`src/rtl/two_way_traffic_light_sequencer_top_assert.svh`:
```
// assertion macros shared by the traffic light sequencer modules
`ifndef TWO_WAY_TRAFFIC_LIGHT_SEQUENCER_TOP_ASSERT_SVH
`define TWO_WAY_TRAFFIC_LIGHT_SEQUENCER_TOP_ASSERT_SVH

// property checked every clock, muted while reset is applied
`define TLS_ASSERT(lbl, prop, msg) \
	lbl: assert property (@(posedge clk) disable iff (!arst_n) prop) else $error(msg);

// condition in one cycle implies a result in the next
`define TLS_ASSERT_NEXT(lbl, cond, res, msg) \
	lbl: assert property (@(posedge clk) disable iff (!arst_n) (cond) |=> (res)) else $error(msg);

`endif

```
`src/rtl/tls_pkg.sv`:
```
// shared constants, types and the step table of the traffic light sequencer
package tls_pkg;

	localparam int NUM_STEPS = 26;
	localparam int STEP_W    = 5;
	localparam int ELAPSED_W = 20;
	localparam int EL_IN_W   = 16;
	localparam int POT_W     = 10;
	localparam int MAX_W     = 8;
	localparam int UNIT_W    = 10;
	localparam int BASE_W    = 4;
	localparam int LAMP_W    = 6;
	localparam int PROD_W    = POT_W + MAX_W;
	localparam int EXTRA_W   = MAX_W;
	localparam int DUR_W     = EXTRA_W + 1;
	localparam int THR_W     = DUR_W + UNIT_W;
	localparam int IN_W      = 40;
	localparam int OUT_W     = 16;
	localparam int CFG_IDX_W = 2;
	localparam int CFG_DAT_W = 10;

	localparam logic [POT_W-1:0] POT_FULL = {POT_W{1'b1}};

	localparam logic [STEP_W-1:0] NORM_START  = STEP_W'(0);
	localparam logic [STEP_W-1:0] NORM_LAST   = STEP_W'(NUM_STEPS - 3);
	localparam logic [STEP_W-1:0] BLINK_START = STEP_W'(NUM_STEPS - 2);
	localparam logic [STEP_W-1:0] BLINK_LAST  = STEP_W'(NUM_STEPS - 1);

	localparam logic [CFG_IDX_W-1:0] CFG_UNIT_MS = 2'd0;
	localparam logic [CFG_IDX_W-1:0] CFG_MAX_VAR = 2'd1;

	localparam logic [UNIT_W-1:0] UNIT_RESET = 10'd100;
	localparam logic [MAX_W-1:0]  MAX_RESET  = 8'd20;

	typedef enum logic [1:0] {
		POT_NONE = 2'd0,
		POT_ONE  = 2'd1,
		POT_TWO  = 2'd2
	} pot_sel_t;

	typedef struct packed {
		logic [BASE_W-1:0] base;
		pot_sel_t          pot_sel;
		logic [LAMP_W-1:0] lamps;
	} step_entry_t;

	// controller to datapath
	typedef struct packed {
		logic load;
		logic mul;
		logic dur;
		logic thr;
		logic upd;
	} dp_cmd_t;

	// datapath to controller
	typedef struct packed {
		logic out_busy;
	} dp_sts_t;

	function automatic step_entry_t mk(input logic [BASE_W-1:0] b, input pot_sel_t p,
			input logic [LAMP_W-1:0] l);
		step_entry_t e;
		e.base    = b;
		e.pot_sel = p;
		e.lamps   = l;
		return e;
	endfunction

	// lamp bits: red_one, yellow_one, green_one, red_two, yellow_two, green_two
	function automatic step_entry_t step_lookup(input logic [STEP_W-1:0] idx);
		step_entry_t e;
		unique case (idx)
			5'd0:    e = mk(4'd10, POT_ONE,  6'd12);
			5'd1:    e = mk(4'd1,  POT_NONE, 6'd8);
			5'd2:    e = mk(4'd1,  POT_NONE, 6'd12);
			5'd3:    e = mk(4'd1,  POT_NONE, 6'd8);
			5'd4:    e = mk(4'd1,  POT_NONE, 6'd12);
			5'd5:    e = mk(4'd1,  POT_NONE, 6'd8);
			5'd6:    e = mk(4'd1,  POT_NONE, 6'd12);
			5'd7:    e = mk(4'd1,  POT_NONE, 6'd8);
			5'd8:    e = mk(4'd1,  POT_NONE, 6'd12);
			5'd9:    e = mk(4'd4,  POT_NONE, 6'd10);
			5'd10:   e = mk(4'd2,  POT_NONE, 6'd9);
			5'd11:   e = mk(4'd4,  POT_NONE, 6'd25);
			5'd12:   e = mk(4'd10, POT_TWO,  6'd33);
			5'd13:   e = mk(4'd1,  POT_NONE, 6'd1);
			5'd14:   e = mk(4'd1,  POT_NONE, 6'd33);
			5'd15:   e = mk(4'd1,  POT_NONE, 6'd1);
			5'd16:   e = mk(4'd1,  POT_NONE, 6'd33);
			5'd17:   e = mk(4'd1,  POT_NONE, 6'd1);
			5'd18:   e = mk(4'd1,  POT_NONE, 6'd33);
			5'd19:   e = mk(4'd1,  POT_NONE, 6'd1);
			5'd20:   e = mk(4'd1,  POT_NONE, 6'd33);
			5'd21:   e = mk(4'd4,  POT_NONE, 6'd17);
			5'd22:   e = mk(4'd2,  POT_NONE, 6'd9);
			5'd23:   e = mk(4'd4,  POT_NONE, 6'd11);
			5'd24:   e = mk(4'd1,  POT_NONE, 6'd2);
			5'd25:   e = mk(4'd1,  POT_NONE, 6'd16);
			default: e = mk(4'd1,  POT_NONE, 6'd16);
		endcase
		return e;
	endfunction

endpackage

```
`src/rtl/tls_dp.sv`:
```
// datapath: config registers, sequencer state, duration arithmetic, result register
module tls_dp (
	input  logic                          clk,
	input  logic                          arst_n,
	input  tls_pkg::dp_cmd_t              cmd,
	output tls_pkg::dp_sts_t              sts,
	input  logic [tls_pkg::IN_W-1:0]      in_data,
	input  logic                          cfg_we,
	input  logic [tls_pkg::CFG_IDX_W-1:0] cfg_index,
	input  logic [tls_pkg::CFG_DAT_W-1:0] cfg_data,
	output logic                          out_valid,
	input  logic                          out_ready,
	output logic [tls_pkg::OUT_W-1:0]     out_data
);

	// configuration
	logic [tls_pkg::UNIT_W-1:0] unit_q;
	logic [tls_pkg::MAX_W-1:0]  max_q;

	// sequencer state
	logic [tls_pkg::STEP_W-1:0]    step_q;
	logic                          mode_q;
	logic [tls_pkg::ELAPSED_W-1:0] count_q;
	logic                          btn_prev_q;
	logic [tls_pkg::LAMP_W-1:0]    lamp_q;

	// per-item working registers
	logic [tls_pkg::EL_IN_W-1:0]   el_q;
	logic                          btn_q;
	logic [tls_pkg::POT_W-1:0]     pot_q;
	logic [tls_pkg::PROD_W-1:0]    prod_q;
	logic [tls_pkg::ELAPSED_W-1:0] sum_q;
	logic [tls_pkg::DUR_W-1:0]     dur_q;
	logic [tls_pkg::THR_W-1:0]     thr_q;

	logic                          out_valid_q;
	logic [tls_pkg::OUT_W-1:0]     out_data_q;

	tls_pkg::step_entry_t          cur_e;
	tls_pkg::step_entry_t          nxt_e;
	logic [tls_pkg::ELAPSED_W:0]   sum_wide;
	logic [tls_pkg::EXTRA_W-1:0]   quo0;
	logic [tls_pkg::POT_W:0]       rem;
	logic [tls_pkg::EXTRA_W-1:0]   extra;
	logic                          adv;
	logic                          toggle;
	logic [tls_pkg::STEP_W-1:0]    step_inc;
	logic [tls_pkg::STEP_W-1:0]    step_adv;
	logic [tls_pkg::STEP_W-1:0]    step_new;
	logic                          mode_new;
	logic [tls_pkg::ELAPSED_W-1:0] count_new;
	logic [tls_pkg::LAMP_W-1:0]    lamp_new;

	assign cur_e = tls_pkg::step_lookup(step_q);

	// saturating counter add
	assign sum_wide = {1'b0, count_q} + {{(tls_pkg::ELAPSED_W + 1 - tls_pkg::EL_IN_W){1'b0}}, el_q};

	// divide by full scale: q0 = p >> 10, remainder = low bits + q0, one correction
	assign quo0  = prod_q[tls_pkg::PROD_W-1:tls_pkg::POT_W];
	assign rem   = {1'b0, prod_q[tls_pkg::POT_W-1:0]}
		+ {{(tls_pkg::POT_W + 1 - tls_pkg::EXTRA_W){1'b0}}, quo0};
	assign extra = quo0 + tls_pkg::EXTRA_W'(rem >= {1'b0, tls_pkg::POT_FULL});

	// step update
	assign adv      = {{(tls_pkg::ELAPSED_W - tls_pkg::THR_W){1'b0}}, thr_q} <= sum_q;
	assign toggle   = !btn_q && btn_prev_q;
	assign step_inc = step_q + tls_pkg::STEP_W'(1);

	always_comb begin
		if (mode_q) begin
			step_adv = (step_inc > tls_pkg::BLINK_LAST || step_inc < tls_pkg::BLINK_START)
				? tls_pkg::BLINK_START : step_inc;
		end else begin
			step_adv = (step_inc > tls_pkg::NORM_LAST) ? tls_pkg::NORM_START : step_inc;
		end
	end

	assign nxt_e = tls_pkg::step_lookup(step_adv);

	always_comb begin
		step_new  = step_q;
		mode_new  = mode_q;
		count_new = sum_q;
		lamp_new  = lamp_q;
		if (adv) begin
			step_new  = step_adv;
			lamp_new  = nxt_e.lamps;
			count_new = '0;
		end
		if (toggle) begin
			mode_new  = !mode_q;
			step_new  = mode_q ? tls_pkg::NORM_LAST : tls_pkg::BLINK_LAST;
			lamp_new  = '0;
			count_new = '1;
		end
	end

	always_ff @(posedge clk or negedge arst_n) begin
		if (!arst_n) begin
			unit_q <= tls_pkg::UNIT_RESET;
			max_q  <= tls_pkg::MAX_RESET;
		end else if (cfg_we) begin
			unique case (cfg_index)
				tls_pkg::CFG_UNIT_MS: unit_q <= cfg_data[tls_pkg::UNIT_W-1:0];
				tls_pkg::CFG_MAX_VAR: max_q  <= cfg_data[tls_pkg::MAX_W-1:0];
				default: ;
			endcase
		end
	end

	always_ff @(posedge clk or negedge arst_n) begin
		if (!arst_n) begin
			step_q     <= tls_pkg::BLINK_LAST;
			mode_q     <= 1'b1;
			count_q    <= '1;
			btn_prev_q <= 1'b1;
			lamp_q     <= '0;
		end else if (cmd.upd) begin
			step_q     <= step_new;
			mode_q     <= mode_new;
			count_q    <= count_new;
			btn_prev_q <= btn_q;
			lamp_q     <= lamp_new;
		end
	end

	always_ff @(posedge clk) begin
		if (cmd.load) begin
			el_q  <= in_data[15:0];
			btn_q <= in_data[16];
			unique case (cur_e.pot_sel)
				tls_pkg::POT_ONE: pot_q <= in_data[26:17];
				tls_pkg::POT_TWO: pot_q <= in_data[36:27];
				default:          pot_q <= '0;
			endcase
		end
		if (cmd.mul) begin
			prod_q <= pot_q * max_q;
			sum_q  <= sum_wide[tls_pkg::ELAPSED_W] ? '1 : sum_wide[tls_pkg::ELAPSED_W-1:0];
		end
		if (cmd.dur) begin
			dur_q <= {{(tls_pkg::DUR_W - tls_pkg::BASE_W){1'b0}}, cur_e.base}
				+ {1'b0, extra};
		end
		if (cmd.thr) begin
			thr_q <= dur_q * unit_q;
		end
		if (cmd.upd) begin
			out_data_q <= {3'b000, adv, mode_new, step_new, lamp_new};
		end
	end

	always_ff @(posedge clk or negedge arst_n) begin
		if (!arst_n) begin
			out_valid_q <= 1'b0;
		end else if (cmd.upd) begin
			out_valid_q <= 1'b1;
		end else if (out_ready) begin
			out_valid_q <= 1'b0;
		end
	end

	assign out_valid    = out_valid_q;
	assign out_data     = out_data_q;
	assign sts.out_busy = out_valid_q && !out_ready;

	`include "two_way_traffic_light_sequencer_top_assert.svh"

	`TLS_ASSERT(a_step_in_range, (mode_q ? (step_q >= tls_pkg::BLINK_START && step_q <= tls_pkg::BLINK_LAST) : (step_q <= tls_pkg::NORM_LAST)), "step outside the range of its mode")
	`TLS_ASSERT_NEXT(a_upd_shows, cmd.upd, out_valid, "update did not load the result register")
	`TLS_ASSERT_NEXT(a_adv_clears, cmd.upd && adv && !toggle, count_q == '0, "advance left the counter running")
	`TLS_ASSERT_NEXT(a_toggle_dark, cmd.upd && toggle, lamp_q == '0 && count_q == '1, "toggle did not park the lamps")

endmodule

```
`src/rtl/tls_ctrl.sv`:
```
// controller: sequences one item through the datapath stages
module tls_ctrl (
	input  logic              clk,
	input  logic              arst_n,
	input  logic              in_valid,
	output logic              in_ready,
	input  tls_pkg::dp_sts_t  sts,
	output tls_pkg::dp_cmd_t  cmd
);

	localparam logic [2:0] S_IDLE = 3'd0;
	localparam logic [2:0] S_MUL  = 3'd1;
	localparam logic [2:0] S_DUR  = 3'd2;
	localparam logic [2:0] S_THR  = 3'd3;
	localparam logic [2:0] S_UPD  = 3'd4;

	logic [2:0] state_q;
	logic [2:0] state_nxt;

	assign in_ready = (state_q == S_IDLE);

	always_comb begin
		cmd       = '0;
		state_nxt = state_q;
		unique case (state_q)
			S_IDLE: begin
				cmd.load = in_valid;
				if (in_valid) state_nxt = S_MUL;
			end
			S_MUL: begin
				cmd.mul   = 1'b1;
				state_nxt = S_DUR;
			end
			S_DUR: begin
				cmd.dur   = 1'b1;
				state_nxt = S_THR;
			end
			S_THR: begin
				cmd.thr   = 1'b1;
				state_nxt = S_UPD;
			end
			S_UPD: begin
				// hold here while the previous result is still waiting
				cmd.upd = !sts.out_busy;
				if (!sts.out_busy) state_nxt = S_IDLE;
			end
			default: state_nxt = S_IDLE;
		endcase
	end

	always_ff @(posedge clk or negedge arst_n) begin
		if (!arst_n) begin
			state_q <= S_IDLE;
		end else begin
			state_q <= state_nxt;
		end
	end

	`include "two_way_traffic_light_sequencer_top_assert.svh"

	`TLS_ASSERT(a_cmd_single, $onehot0({cmd.load, cmd.mul, cmd.dur, cmd.thr, cmd.upd}), "more than one datapath command")
	`TLS_ASSERT_NEXT(a_accept_busy, in_valid && in_ready, !in_ready, "accepted a second item mid-pass")
	`TLS_ASSERT_NEXT(a_upd_frees, cmd.upd, in_ready, "controller not free after update")

endmodule

```
`src/rtl/two_way_traffic_light_sequencer_top.sv`:
```
// top level of the two-way traffic light sequencer
//
// channel   dir  handshake                      payload
// s_axis    in   s_axis_tvalid / s_axis_tready  elapsed_ms, mode_button, pot_one, pot_two
// m_axis    out  m_axis_tvalid / m_axis_tready  six lamps, step_now, blink_mode, step_advanced
// cfg       in   cfg_valid / cfg_ready          cfg_index, cfg_data
//
// an item goes from accept to result in this order: accept, pot multiply, divide by
//   full scale plus base add, duration times unit multiply, compare and state update
// the two multipliers are used one after the other, so one item is in work at a time
// the next item is taken while a result still sits in the output register
// if the output is stalled, the update waits until the held result is taken
// reset: blinking mode, last blinking step, lamps off, full counter; unit 100, max green 20
module two_way_traffic_light_sequencer_top (
	input  logic                          clk,
	input  logic                          arst_n,
	// item in
	input  logic                          s_axis_tvalid,
	output logic                          s_axis_tready,
	// elapsed_ms[15:0], mode_button[16], pot_one[26:17], pot_two[36:27], zero fill
	input  logic [tls_pkg::IN_W-1:0]      s_axis_tdata,
	// item out
	output logic                          m_axis_tvalid,
	input  logic                          m_axis_tready,
	// red_one[0], yellow_one[1], green_one[2], red_two[3], yellow_two[4],
	// green_two[5], step_now[10:6], blink_mode[11], step_advanced[12], zero fill
	output logic [tls_pkg::OUT_W-1:0]     m_axis_tdata,
	// register writes: index 0 unit_ms, index 1 max_green_units, others ignored
	input  logic                          cfg_valid,
	output logic                          cfg_ready,
	input  logic [tls_pkg::CFG_IDX_W-1:0] cfg_index,
	input  logic [tls_pkg::CFG_DAT_W-1:0] cfg_data
);

	tls_pkg::dp_cmd_t cmd;
	tls_pkg::dp_sts_t sts;

	// writes are to arrive only while idle; the block does not enforce this and always takes them
	assign cfg_ready = 1'b1;

	tls_ctrl u_ctrl (
		.clk      (clk),
		.arst_n   (arst_n),
		.in_valid (s_axis_tvalid),
		.in_ready (s_axis_tready),
		.sts      (sts),
		.cmd      (cmd)
	);

	tls_dp u_dp (
		.clk       (clk),
		.arst_n    (arst_n),
		.cmd       (cmd),
		.sts       (sts),
		.in_data   (s_axis_tdata),
		.cfg_we    (cfg_valid && cfg_ready),
		.cfg_index (cfg_index),
		.cfg_data  (cfg_data),
		.out_valid (m_axis_tvalid),
		.out_ready (m_axis_tready),
		.out_data  (m_axis_tdata)
	);

endmodule
```
`config.mk`:
```
export PLATFORM = sky130hd
export DESIGN_NAME = two_way_traffic_light_sequencer_top
export DESIGN_NICKNAME = d
export VERILOG_FILES = /design/src/rtl/tls_pkg.sv /design/src/rtl/tls_dp.sv /design/src/rtl/tls_ctrl.sv /design/src/rtl/two_way_traffic_light_sequencer_top.sv
export VERILOG_INCLUDE_DIRS = /design/src /design/src/rtl
export SDC_FILE = /design/constraint.sdc
export NUM_CORES = 1
export LEC_CHECK = 0
export BUFFER_PORTS_ARGS = -buffer_cell sky130_fd_sc_hd__buf_2
export CORE_MARGIN = 2
export CORE_UTILIZATION = 57
export CTS_BUF_LIST = sky130_fd_sc_hd__clkbuf_4 sky130_fd_sc_hd__clkbuf_8 sky130_fd_sc_hd__clkbuf_16
export DETAILED_ROUTE_END_ITERATION = 7
export GPL_ROUTABILITY_DRIVEN = 0
export PLACE_DENSITY = 0.82
export SETUP_SLACK_MARGIN = 0.5
export SLEW_MARGIN = 20
export SYNTH_ARGS = -nofsm -noshare
export SYNTH_HDL_FRONTEND = slang
export SYNTH_SLANG_ARGS = --single-unit
```
`constraint.sdc`:
```
create_clock -name clk -period 4.5 [get_ports clk]
set_clock_uncertainty 0.1 [all_clocks]
set_input_delay 0.675 -clock clk [delete_from_list [all_inputs] [get_ports clk]]
set_output_delay 0.675 -clock clk [all_outputs]
set_load 0.02 [all_outputs]
```
==> metrics.md, run 1 <==
| Metric | Value |
|---|---|
| Crit path cell chain | `buf_12, buf_6, nand2_4, fa_2, inv_2, ha_4, ha_4, inv_2, fa_1, inv_1, ha_2, inv_2, fa_2, nor2b_2, o21ai_2, a21boi_4, o2111ai_4, a31oi_4, a21oi_2, o21bai_1, xnor2_1` |
| CP top delay family | `adder cells` |
| Slew Limit Fails | `0` |
| Filler cell count | `1544` |
| Least-Margin Pin Slew | `0.972 ns` |
| WP buf/inv | `6` |
| Reg-to-reg critical path endpoint | `u_dp.thr_q[18]` |
| Initial Util | `58.0%` |
| Clk_lat worst skew | `0.43 ns` |
| Total Wirelength | `35600 um` |
| Final setup viols | `8` |
| Synth-to-Final Area Change | `20.6%` |
| DIE HEIGHT | `158 um` |
| Placed instance area | `0.0148 sq mm` |
| CTS root buf | `clkbuf_16` |
| Vias per std cell | `5.92` |
| Worst R2R Setup Slack | `-0.20 ns` |
| Dpl hpwl | `22700 um` |
| CP Max Fanout | `6` |
| Max-slew headroom | `35.2%` |
| Critical path endpoint category | `flop` |
| Share of layout cells above drive strength 1 | `27.2%` |
| Clock tree buffer depth | `2` |
| Yosys top cell area share | `23.4%` |
| Final worst slack | `-0.202 ns` |
| Required time worst endpoint | `4.58 ns` |
| Yosys cell types | `74` |
| Mapped Area | `0.0136 sq mm` |
| Max cap viols | `0` |
| Top cells by area, synth | `edfxtp_1 23%, fa_1 16%, ha_1 12%, dfstp_2 5.8%, inv_1 4.8%` |
| Gr ovfl total | `0` |
| RSZ-0062 raised after global routing | `true` |
| WS Path Type | `flop to flop` |
| Total clock sinks | `161` |
| Antenna violations before repair | `1` |
| H-tree levels | `4` |
| Status | `finished, violations left` |
| Largest net degree at the start of global routing | `56` |
| Violated checks | `negative setup slack` |
| Final Hold Vio Count | `0` |
| FMAX | `0.213 GHz` |
| Input/output buffers | `68` |
| Die W | `158 um` |
| Synth Flop Type | `edfxtp_1` |
| CP Depth | `21` |
| Yosys warns | `0` |
| DR vias | `10863` |
| First-pass GRT wire length | `54100 um` |
| DRT iter0 DRCs | `1091` |
| Worst hold path class | `input pin to async pin` |
| Commonest non-fill, non-tap cells in the layout | `162 x inv_1, 152 x nand2_1, 108 x ha_1, 106 x edfxtp_1, 99 x fa_1` |
| Most used cell, CP | `inv_2` |
| Commonest non-fill, non-tap cell in the layout | `inv_1` |
| I/O pin count | `76` |
| Worst path arrival time | `4.78 ns` |
| Die area | `0.0251 sq mm` |
| Setup crit start kind | `flop` |
| Avg Cell Area, Syn | `10.0 sq um` |
| Routed Antenna Nets | `0` |
| Final instance area | `0.0164 sq mm` |
| FF-to-FF path depth | `21` |
| Crit path max-delay cell type | `dfstp_2` |
| Core ar. | `0.0234 sq mm` |
| DRC | `0` |
| Finished Core Util | `70.0%` |
| Tmin final | `4.70 ns` |
| CTS Buf Count | `17` |
| TritonCTS clock tree | `built` |
| Post-synthesis sequential area ratio | `33.8%` |
| Dominant cell type by area after synthesis | `edfxtp_1` |
| # hold bufs at CTS | `0` |
| Largest stage delay, worst path | `0.64 ns` |
| GRT Util Overall | `27.7%` |
| Ys async rst share | `34.2%` |
| Cells after synthesis | `1355` |
| Drt wl/cell | `19.4 um` |
| Reg-to-Reg Start | `u_dp.unit_q[2]` |
| CTS clk-pin slew, worst paths | `0.07 ns` |
| # rows | `56` |
| Number of flops mapped to enable cells by yosys | `106` |
| Final nets | `1797` |
| Final Cycle Share | `104%` |
| FF+latch count, synth | `161` |
| Vias in the first global route | `11077` |
| Pre-antenna DRT Iters | `7` |
## synth_stat cells (all sizes together), types with 15 or more instances
cell / count
inv: 175
nand2: 164
ha: 132
fa: 108
edfxtp: 106
and2: 82
a21oi: 63
o21ai: 57
nor2: 54
clkbuf: 40
xnor2: 36
dfstp: 30
dfrtp: 25
nor3: 22
mux2: 20
a21o: 19
xor2: 19
nand3: 17
buf: 16
nand2b: 15
## through the flow
stage	setup slack, ns	std cells	TNS, ns	hold WS, ns
after CTS	-0.0845	1815	-0.263	0.302
after global routing	-0.308	1832	-2.14	0.307
after floorplan	0.159	1357	0	0.279
final	-0.202	1834	-1.00	0.290
after detailed placement	-0.163	1753	-0.556	0.356
after global placement	-0.106	1753	-0.202	0.351
## worst max-delay path by stage
stage,startpoint,to,slack (ns)
CTS,u_dp.pot_q[3],u_dp.prod_q[17],-0.08
detailed placement,u_dp.unit_q[2],u_dp.thr_q[18],-0.16
finish,u_dp.unit_q[2],u_dp.thr_q[18],-0.20
global placement,u_dp.unit_q[2],u_dp.thr_q[18],-0.11
floorplan,u_dp.unit_q[2],u_dp.thr_q[18],0.16
global route,u_dp.pot_q[3],u_dp.prod_q[17],-0.31
## kinds of logic (layout without fill, tap and decap cells)
| kind of cell | Yosys count | after routing | synth area share (%) |
|---|---|---|---|
| buffers and inverters | 232 | 388 | 6.61 |
| AOI/OAI and AO/OA | 227 | 227 | 10.8 |
| adders and majority gates | 240 | 240 | 28.1 |
| xor gates and xnor gates | 55 | 55 | 3.55 |
| muxes | 26 | 26 | 2.10 |
| other | 2 | 6 | 0.0553 |
| and+or+nand+nor | 412 | 412 | 14.9 |
| DFF | 161 | 161 | 33.8 |
## registers in the layout, summed over array words and instances (netlist names), 3 cells and up
name            flops
u_dp.step_q         5
u_dp.count_q       20
u_dp.lamp_q         6
u_dp.thr_q         19
u_dp.el_q          16
u_dp.max_q          8
u_ctrl.state_q      3
u_dp.out_data      13
u_dp.dur_q          9
u_dp.prod_q        18
u_dp.pot_q         10
u_dp.sum_q         20
u_dp.unit_q        10
## metal layers
layer  global-route usage (%)  up-vias  share of wire (%)
li1                         -     4828                  -
met1                     33.8     5335                 38
met2                     49.3      545                 51
met3                     3.32      155                5.9
met4                     12.4        0                5.1
met5                        0        -                  0
## area by class of cell
cell class	instances	area [sq um]	area share [%]
Timing Repair Buffer	180	1270	7.78
Tap cell	319	399	2.44
Clock buffer	18	450	2.75
Inverter	176	661	4.03
Clock inverter	14	158	0.963
Sequential cell	161	4600	28.1
Antenna cell	2	5.00	0.0306
Multi-Input combinational cell	964	8830	53.9
## timing repair
action | 4_1_cts | 5_1_grt
pin swaps | 52 | 31
setup endpoints to repair | 26 | 28
setup buffers | 30 | 17
gates resized for setup | 62 | 65
Power of run 1 is not shown: default switching activity piles up to over one toggle a cycle in this logic, so the estimate is an artifact.
==> inputs of run 2 (changes only) <==
--- a/config.mk
+++ b/config.mk
@@ -12,6 +12,7 @@
 export CTS_BUF_LIST = sky130_fd_sc_hd__clkbuf_4 sky130_fd_sc_hd__clkbuf_8 sky130_fd_sc_hd__clkbuf_16
 export DETAILED_ROUTE_END_ITERATION = 7
 export GPL_ROUTABILITY_DRIVEN = 0
+export GPL_TIMING_DRIVEN = 0
 export PLACE_DENSITY = 0.82
 export SETUP_SLACK_MARGIN = 0.5
 export SLEW_MARGIN = 20
==> run 2 against run 1 <==
  * The flow still finishes with violations (negative setup slack)
  * Flip-flop and latch count unchanged
  * Maximum frequency decreased by 3.3%
  * Sequential share of layout area decreased by 0.72 points
  * Global-route usage increased by 1.2 points
  * Non-clock buffer count is 38 higher
  * Routed wire length up 12%
  * Cell area up 2.6%
  * Worst setup slack worse by 0.16 ns
  * Core utilization increased by 1.8 points
  * Register-to-register slack worse by 0.16 ns
  * Critical endpoint is now u_dp.thr_q[16]
  * Largest cell class unchanged
  * Highest routed layer unchanged
==> metrics.md, run 2 (synthesized netlist as in run 1, its figures left out) <==
| Metric | Value |
|---|---|
| FF-to-FF path depth | `15 (was 21)` |
| Slew Limit Fails | `0 (unchanged)` |
| Final Cycle Share | `108% (was 104%)` |
| Clock tree buffer depth | `2 (unchanged)` |
| WS Path Type | `flop to flop (unchanged)` |
| Worst hold path class | `input pin to async pin (unchanged)` |
| Total clock sinks | `161 (unchanged)` |
| Final worst slack | `-0.361 ns (was -0.202 ns)` |
| Dpl hpwl | `23200 um (was 22700 um)` |
| Clk_lat worst skew | `0.44 ns (was 0.43 ns)` |
| Initial Util | `58.0% (unchanged)` |
| Gr ovfl total | `0 (unchanged)` |
| Antenna violations before repair | `0 (was 1)` |
| Share of layout cells above drive strength 1 | `28.9% (was 27.2%)` |
| DIE HEIGHT | `158 um (unchanged)` |
| # hold bufs at CTS | `0 (unchanged)` |
| Die W | `158 um (unchanged)` |
| Core ar. | `0.0234 sq mm (unchanged)` |
| GRT Util Overall | `28.9% (was 27.7%)` |
| Final setup viols | `15 (was 8)` |
| Vias in the first global route | `11262 (was 11077)` |
| Routed Antenna Nets | `0 (unchanged)` |
| Synth-to-Final Area Change | `23.7% (was 20.6%)` |
| Violated checks | `negative setup slack (unchanged)` |
| FMAX | `0.206 GHz (was 0.213 GHz)` |
| Input/output buffers | `68 (unchanged)` |
| Required time worst endpoint | `4.58 ns (about the same)` |
| Final Hold Vio Count | `0 (unchanged)` |
| H-tree levels | `4 (unchanged)` |
| DR vias | `11396 (was 10863)` |
| Max-slew headroom | `36.3% (was 35.2%)` |
| Largest net degree at the start of global routing | `56 (unchanged)` |
| # rows | `56 (unchanged)` |
| Final nets | `1835 (was 1797)` |
| Worst Setup EP | `u_dp.thr_q[16] (was u_dp.thr_q[18])` |
| Die area | `0.0251 sq mm (unchanged)` |
| Commonest non-fill, non-tap cells in the layout | `153 x nand2_1, 153 x inv_1, 107 x ha_1, 106 x edfxtp_1, 98 x fa_1 (was 162 x inv_1, 152 x nand2_1, 108 x ha_1, 106 x edfxtp_1, 99 x fa_1)` |
| CP Max Fanout | `8 (was 6)` |
| ANT cells | `0 (was 2)` |
| TNS Setup | `-2.85 ns (was -1.00 ns)` |
| TritonCTS clock tree | `built (unchanged)` |
| Pre-antenna DRT Iters | `5 (was 7)` |
| Drt wl/cell | `21.3 um (was 19.4 um)` |
| I/O pin count | `76 (unchanged)` |
| Vias per std cell | `6.09 (was 5.92)` |
| RSZ-0062 raised after global routing | `true (unchanged)` |
| DRC | `0 (unchanged)` |
| Max cap viols | `0 (unchanged)` |
| Total Wirelength | `39800 um (was 35600 um)` |
| DRT iter0 DRCs | `1327 (was 1091)` |
| CTS clk-pin slew, worst paths | `0.08 ns (was 0.07 ns)` |
| Status | `finished, violations left (unchanged)` |
| CTS root buf | `clkbuf_16 (unchanged)` |
| First-pass GRT wire length | `56000 um (was 54100 um)` |
| CTS Buf Count | `17 (unchanged)` |
| Tmin final | `4.86 ns (was 4.70 ns)` |
| Setup crit start kind | `flop (unchanged)` |
| Least-Margin Pin Slew | `0.955 ns (was 0.972 ns)` |
| Reg-to-reg critical path endpoint | `u_dp.thr_q[16] (was u_dp.thr_q[18])` |
| Critical path endpoint category | `flop (unchanged)` |
| Worst path arrival time | `4.94 ns (was 4.78 ns)` |
| Critical path origin | `u_dp.unit_q[6] (was u_dp.unit_q[2])` |
| Biggest regs | `u_dp.count_q x20, u_dp.sum_q x20, u_dp.thr_q x19 (unchanged)` |
| Worst R2R Setup Slack | `-0.36 ns (was -0.20 ns)` |
| Reg-to-Reg Start | `u_dp.unit_q[6] (was u_dp.unit_q[2])` |
-- run 2: cell types whose count changed in the layout (fill, tap and decap cells not counted), moves of 4 or more --
cell,before,now
buf_2,68,75
and2_1,70,66
xnor2_2,6,11
clkbuf_1,0,20
inv_1,162,153
buf_6,15,29
xnor2_1,29,25
clkbuf_4,0,6
inv_2,13,22
buf_1,0,5
buf_4,94,75
-- run 2: cell type report --
class	instances	area, sq um
clock inverters	14	180
flip-flops and latches	161	4600
multi-input cells	964	8970
well taps	319	399
repair buffers	162	1180
plain buffers	56	363
inverters	176	661
clock buffers	18	450
fillers	1483	6600
-- run 2: worst min path at each step --
stage | cells past startpoint | endpoint | slack, ns | from
after floorplan | 0 | u_ctrl.state_q[0] | 0.28 | arst_n
after global placement | 2 | u_dp.btn_prev_q | 0.35 | u_dp.btn_prev_q
after detailed placement | 2 | u_dp.btn_prev_q | 0.36 | u_dp.btn_prev_q
after CTS | 1 | u_dp.max_q[7] | 0.22 | arst_n
after global routing | 1 | u_dp.unit_q[8] | 0.27 | arst_n
final | 1 | u_dp.max_q[7] | 0.20 | arst_n
-- run 2: metrics by stage --
step / setup slack [ns] / cells / hold WS [ns] / utilization, % / area [sq um]
floorplan: 0.159 / 1357 / 0.279 / - / 13900
global placement: -0.402 / 1744 / 0.352 / 62.5 / 14600
detailed placement: -0.430 / 1748 / 0.360 / 62.6 / 14700
CTS: -0.125 / 1833 / 0.220 / 68.8 / 16100
global route: -0.548 / 1870 / 0.269 / 71.8 / 16800
finish: -0.361 / 1870 / 0.204 / 71.8 / 16800
-- run 2: critical path, cell delays in order, from the launching register on --
cell and delay [ns]:
dfstp_2 0.54, buf_8 0.13, buf_4 0.12, nand2_1 0.08, fa_1 0.60, inv_1 0.09
fa_1 0.50, fa_1 0.49, ha_1 0.32, ha_1 0.36, or2_2 0.36, a21oi_1 0.37
a31oi_4 0.09, buf_4 0.17, buf_6 0.11, xor2_2 0.17
-- run 2: layer usage --
layer / wire length (um) / part of all wire, % / GRT usage (%) / up-vias
met5: 0 / 0 / 0 / -
met4: 2950 / 7.4 / 13.6 / 0
met3: 2890 / 7.3 / 4.33 / 232
met2: 19600 / 49 / 50.7 / 700
met1: 14300 / 36 / 35.1 / 5559
li1: - / - / - / 4905
-- run 2: repair_timing --
action / in CTS / in global routing
buffers inserted: 51 / 37
gates cloned: 2 / 0
endpoints found under the setup margin: 27 / 29
pin swaps: 77 / 101
gates resized for setup: 86 / 126
Power of run 2 is left out for the same reason.
